<file path="src/rtl/variable_width_bit_reader_defines.svh">
// Assertion macros shared by the variable-width bit reader modules.
`ifndef VARIABLE_WIDTH_BIT_READER_DEFINES_SVH
`define VARIABLE_WIDTH_BIT_READER_DEFINES_SVH

`ifndef SYNTHESIS
`define VWBR_ASSERT_ALWAYS(label, cond, msg) \
    label: assert property (@(posedge clk) disable iff (!rst_n) (cond)) else $error(msg);
`define VWBR_ASSERT_NEXT(label, ante, cons, msg) \
    label: assert property (@(posedge clk) disable iff (!rst_n) (ante) |=> (cons)) else $error(msg);
`else
`define VWBR_ASSERT_ALWAYS(label, cond, msg)
`define VWBR_ASSERT_NEXT(label, ante, cons, msg)
`endif

`endif

</file>
<file path="src/rtl/vwbr_pkg.sv">
// Package with the types and constants of the variable-width bit reader.
`timescale 1ns / 1ps

package vwbr_pkg;

    localparam int STORE_BYTES = 4096;
    localparam int ADDR_W      = $clog2(STORE_BYTES);
    localparam int COUNT_W     = 13;
    localparam int POS_W       = 16;
    localparam int MAX_BITS    = 32;
    localparam int FETCH_BYTES = 5;

    localparam logic [1:0] ST_OK   = 2'd0;
    localparam logic [1:0] ST_EOS  = 2'd1;
    localparam logic [1:0] ST_FULL = 2'd2;

    localparam logic OP_APPEND = 1'b0;
    localparam logic OP_READ   = 1'b1;

    localparam logic MODE_MSB_BYTES = 1'b0;
    localparam logic MODE_LSB_WORDS = 1'b1;

    typedef struct packed {
        logic       op;
        logic [7:0] data_byte;
        logic [5:0] bit_count;
    } item_t;

    typedef struct packed {
        logic [31:0]        value;
        logic [POS_W-1:0]   bits_consumed;
        logic [COUNT_W-1:0] bytes_held;
        logic [1:0]         status;
    } result_t;

    typedef struct packed {
        logic       load;
        logic       append;
        logic       reject;
        logic       fetch;
        logic       finish_read;
        logic [2:0] fetch_idx;
    } ctl_t;

    typedef struct packed {
        logic is_append;
        logic bad;
        logic zero_width;
    } stat_t;

endpackage

</file>
<file path="src/rtl/vwbr_ctrl.sv">
// Controller state machine of the bit reader: sequences appends, checks and byte fetches.
`timescale 1ns / 1ps
`include "variable_width_bit_reader_defines.svh"

module vwbr_ctrl import vwbr_pkg::*; (
    input  logic  clk,
    input  logic  rst_n,
    input  logic  start,
    input  stat_t stat,
    output ctl_t  ctl,
    output logic  busy,
    output logic  done
);

    localparam logic [2:0] S_IDLE  = 3'd0;
    localparam logic [2:0] S_CHECK = 3'd1;
    localparam logic [2:0] S_FETCH = 3'd2;
    localparam logic [2:0] S_DRAIN = 3'd3;
    localparam logic [2:0] S_PACK  = 3'd4;
    localparam logic [2:0] S_DONE  = 3'd5;

    localparam logic [2:0] LAST_IDX = 3'(FETCH_BYTES - 1);

    logic [2:0] state_reg;
    logic [2:0] state_next;
    logic [2:0] idx_reg;
    logic [2:0] idx_next;

    always_comb
    begin
        state_next = state_reg;
        idx_next   = idx_reg;
        ctl        = '0;
        case (state_reg)
            S_IDLE:
            begin
                if (start)
                begin
                    ctl.load   = 1'b1;
                    state_next = S_CHECK;
                end
            end
            S_CHECK:
            begin
                if (stat.is_append)
                begin
                    ctl.append = 1'b1;
                    state_next = S_DONE;
                end
                else if (stat.bad)
                begin
                    ctl.reject = 1'b1;
                    state_next = S_DONE;
                end
                else if (stat.zero_width)
                begin
                    ctl.finish_read = 1'b1;
                    state_next      = S_DONE;
                end
                else
                begin
                    ctl.fetch     = 1'b1;
                    ctl.fetch_idx = 3'd0;
                    idx_next      = 3'd1;
                    state_next    = S_FETCH;
                end
            end
            S_FETCH:
            begin
                ctl.fetch     = 1'b1;
                ctl.fetch_idx = idx_reg;
                idx_next      = idx_reg + 3'd1;
                if (idx_reg == LAST_IDX)
                begin
                    state_next = S_DRAIN;
                end
            end
            S_DRAIN:
            begin
                state_next = S_PACK;
            end
            S_PACK:
            begin
                ctl.finish_read = 1'b1;
                state_next      = S_DONE;
            end
            S_DONE:
            begin
                state_next = S_IDLE;
            end
            default:
            begin
                state_next = S_IDLE;
            end
        endcase
    end

    always_ff @(posedge clk or negedge rst_n)
    begin
        if (!rst_n)
        begin
            state_reg <= S_IDLE;
            idx_reg   <= '0;
        end
        else
        begin
            state_reg <= state_next;
            idx_reg   <= idx_next;
        end
    end

    assign busy = (state_reg != S_IDLE);
    assign done = (state_reg == S_DONE);

    `VWBR_ASSERT_NEXT(a_accept_busy, start && !busy, busy, "accepted transfer did not raise busy")
    `VWBR_ASSERT_NEXT(a_done_idle, done, !busy, "controller not idle after a result")
    `VWBR_ASSERT_ALWAYS(a_fetch_busy, !ctl.fetch || busy, "byte fetch issued while idle")

endmodule

</file>
<file path="config.mk">
export PLATFORM = sky130hd
export DESIGN_NAME = vwbr_ctrl
export DESIGN_NICKNAME = d
export VERILOG_FILES = /design/src/rtl/vwbr_pkg.sv /design/src/rtl/vwbr_ctrl.sv
export VERILOG_INCLUDE_DIRS = /design/src /design/src/rtl
export SDC_FILE = /design/constraint.sdc
export NUM_CORES = 1
export LEC_CHECK = 0
export ABC_AREA = 0
export BUFFER_PORTS_ARGS = -buffer_cell sky130_fd_sc_hd__buf_2
export CORE_AREA = 2 2 39 41
export CTS_CLUSTER_DIAMETER = 120
export DETAILED_ROUTE_END_ITERATION = 10
export DIE_AREA = 0 0 41 43
export SYNTH_ARGS = -nofsm -noshare
export SYNTH_HDL_FRONTEND = slang
export SYNTH_SLANG_ARGS = --single-unit
export TNS_END_PERCENT = 30
</file>
<file path="constraint.sdc">
create_clock -name clk -period 3.65 [get_ports clk]
set_clock_uncertainty 0.2 [all_clocks]
set_input_delay 0.5475 -clock clk [delete_from_list [all_inputs] [get_ports clk]]
set_output_delay 0.5475 -clock clk [all_outputs]
set_load 0.05 [all_outputs]
</file>
==> flow_summary.ini <==
[placed_design]
io_buffers = 15
dp.cells = 76
place_area_um2 = 497
gp_congestion = 0.745
dp_hpwl_um = 681

[routing]
viasPerCell = 4.96
drt_iter0_drc = 3
vias = 397
postRouteAntennaNets = 0
first_pass_iters = 4
drc = 0
wl_um = 908
wl_per_cell_um = 11.4

[logic_synthesis]
synth_xor_area_share_pct = 0
async_reset_ff_share_pct = 100
ys_warn_count = 0
ys.flop_type = dfrtp_1
yosysSeqAreaShare_pct = 36.0
synthMuxAreaShare_pct = 0
synth_top_family_by_area = simple AND/OR/NAND/NOR gates
synth_area_leaders = dfrtp_1 36%, ha_1 6.0%, nor3_1 4.8%
syn_nets = 56
yosysMostFrequentCell = dfrtp_1
synth_compound_area_share_pct = 19.5
synth_edf_count = 0
synth_top_area_share_pct = 36.0
synthCells = 48
synth_common_cells = 6 x dfrtp_1, 5 x nor2_1, 4 x inv_1, 4 x nor3_1
synthAdderAreaFrac_pct = 6.01
synth_area_um2 = 417
ys_types = 22
synth.avg_cell_area_um2 = 8.68
yosysTopAreaCell = dfrtp_1
synth_seq_cells = 6
yosys.area_share.simple_pct = 31.2

[power_and_ir_drop]
max-vdd-ir-drop_mv = 0.427
p_per_area_mw_per_mm2 = 862
p_leak_nw = 0.266
p_seq_share_pct = 32.3
power_mw = 0.456
p_clk_share_pct = 13.4
switchingPower_mw = 0.237
combPwrFrac_pct = 54.2
swShare_pct = 51.9
internal_power_mw = 0.219

[clock_network]
clk_pin_slew_worst_paths_ps = 50
root_buffer = clkbuf_4
insertion_delay_ps = 240
cts_resized = 0
cts_tree = done
cts_max_level = 1
cts_buffers = 3
clockBufferDepth = 2
clock-sinks = 6

[global_route]
grt-ovfl-total = 0
grt_pass1_vias = 336
grt_antenna_before_repair = 0
grt_pass1_wl_mm = 1.48
track_usage_pct = 12.7
grt_max_degree = 17

[setup_path]
max_stage_delay_ps = 540
critical_path_class = register to output pin
cpLargestDelayFamily = simple AND/OR/NAND/NOR gates
cp_cell_sequence = or3b_4 > nor3b_1 > buf_2
worst-endpoint-arrival_ps = 1730
start_kind = register
worstPathMaxFanout = 16
worst-path-buf-inv = 1
critPathRequiredTime_ps = 2900
r2r_cells = 3
endpoint_kind = output pin
crit_path_top_delay_cell = dfrtp_1
cp.depth = 3

[timing]
whs_ps = 308
setup_viol_count_final = 0
fin_tns_setup_ps = 0
slew_viol_final = 0
tightest_slew_ps = 473
fmax_ghz = 0.404
finalHoldViolations = 0
period_minus_slack_ps = 2470
fin_crit_sh_pct = 67.8
rsz0062_at_grt = false
relSlewSlack_pct = 68.4

[floorplan]
fp.dieH_um = 43
fp.coreArea_mm2 = 0.00138
row_count = 14
fp.dieArea_mm2 = 0.00176
pin_count = 16
start_util_pct = 30.1
die_w_um = 41

[layout]
n_fill_cell = 155
diodes = 0
drive_gt1_share_pct = 31.3
area_delta_synth_final_pct = 27.0
fin_area_um2 = 529
fin_cells = 80
ff_latch_area_um2 = 150
multiInputGateArea_um2 = 236
nNetsFinal = 74

[status]
status = completed

[job]
maxCapViolCount = 0

[hold_path]
whs_path_depth = 1
min_path_type = register to register
## area by class of cell
type	instances	share of cell area [%]
Multi-Input combinational cell	35	44.7
Sequential cell	6	28.4
Timing Repair Buffer	16	16.1
Clock buffer	3	4.26
Tap cell	16	3.78
Inverter	4	2.84
## final timing paths
check,from,endpoint,slack [ps]
setup / recovery,state_reg[2],ctl[5],1180
hold / removal,idx_reg[2],idx_reg[2],310
setup reg to reg,state_reg[2],idx_reg[2],2040
hold reg to reg,idx_reg[2],idx_reg[2],310
max in group asynchronous,rst_n,idx_reg[1],2650
min in group asynchronous,rst_n,state_reg[2],460
## per-layer routing
layer  global-route usage [%]  vias to the layer above  part of all wire [%]
li1                         -                      206                     -
met1                     16.9                      179                    47
met2                     16.6                       10                    47
met3                     3.14                        2                   3.7
met4                     10.0                        0                   2.4
met5                        0                        -                     0
## power groups by stage
stage	combinational [mW]	sequential, mW	clock [mW]
2_1_floorplan	0.235	0.112	0
3_3_place_gp	0.247	0.146	0
3_5_place_dp	0.249	0.147	0
4_1_cts	0.250	0.146	0.0628
5_1_grt	0.269	0.154	0.0689
6_report	0.247	0.148	0.0611
## layout by cell type (no fill, tap or decap), types with 2 or more instances in the layout
| cell type | instances |
|---|---|
| o21ai_0 | 3 |
| buf_2 | 15 |
| nor2_1 | 5 |
| a21oi_1 | 3 |
| nor3b_1 | 2 |
| nor3_1 | 4 |
| ha_1 | 2 |
| clkbuf_4 | 3 |
| or3_1 | 2 |
| inv_1 | 4 |
| nand2b_1 | 2 |
| a22o_1 | 2 |
| dfrtp_1 | 6 |
## logic make-up (layout without fill, tap and decap cells)
family | after synthesis | count (layout)
compound gates | 12 | 12
simple gates | 21 | 21
fa+ha+maj | 2 | 2
buf+inv | 7 | 23
flops | 6 | 6
## timing repair
item	in CTS	in global routing
hold buffers	1	0
hold endpoints to repair	6	0
setup buffers	0	0
## per-stage QoR
step / worst slack [ps] / utilization, %
floorplan: 919 / -
global placement: 1420 / 35.9
detailed placement: 1400 / 35.9
CTS: 1170 / 38.2
global route: 1070 / 38.2
finish: 1180 / 38.2
Note: power is estimated with default switching activity, not from simulation.
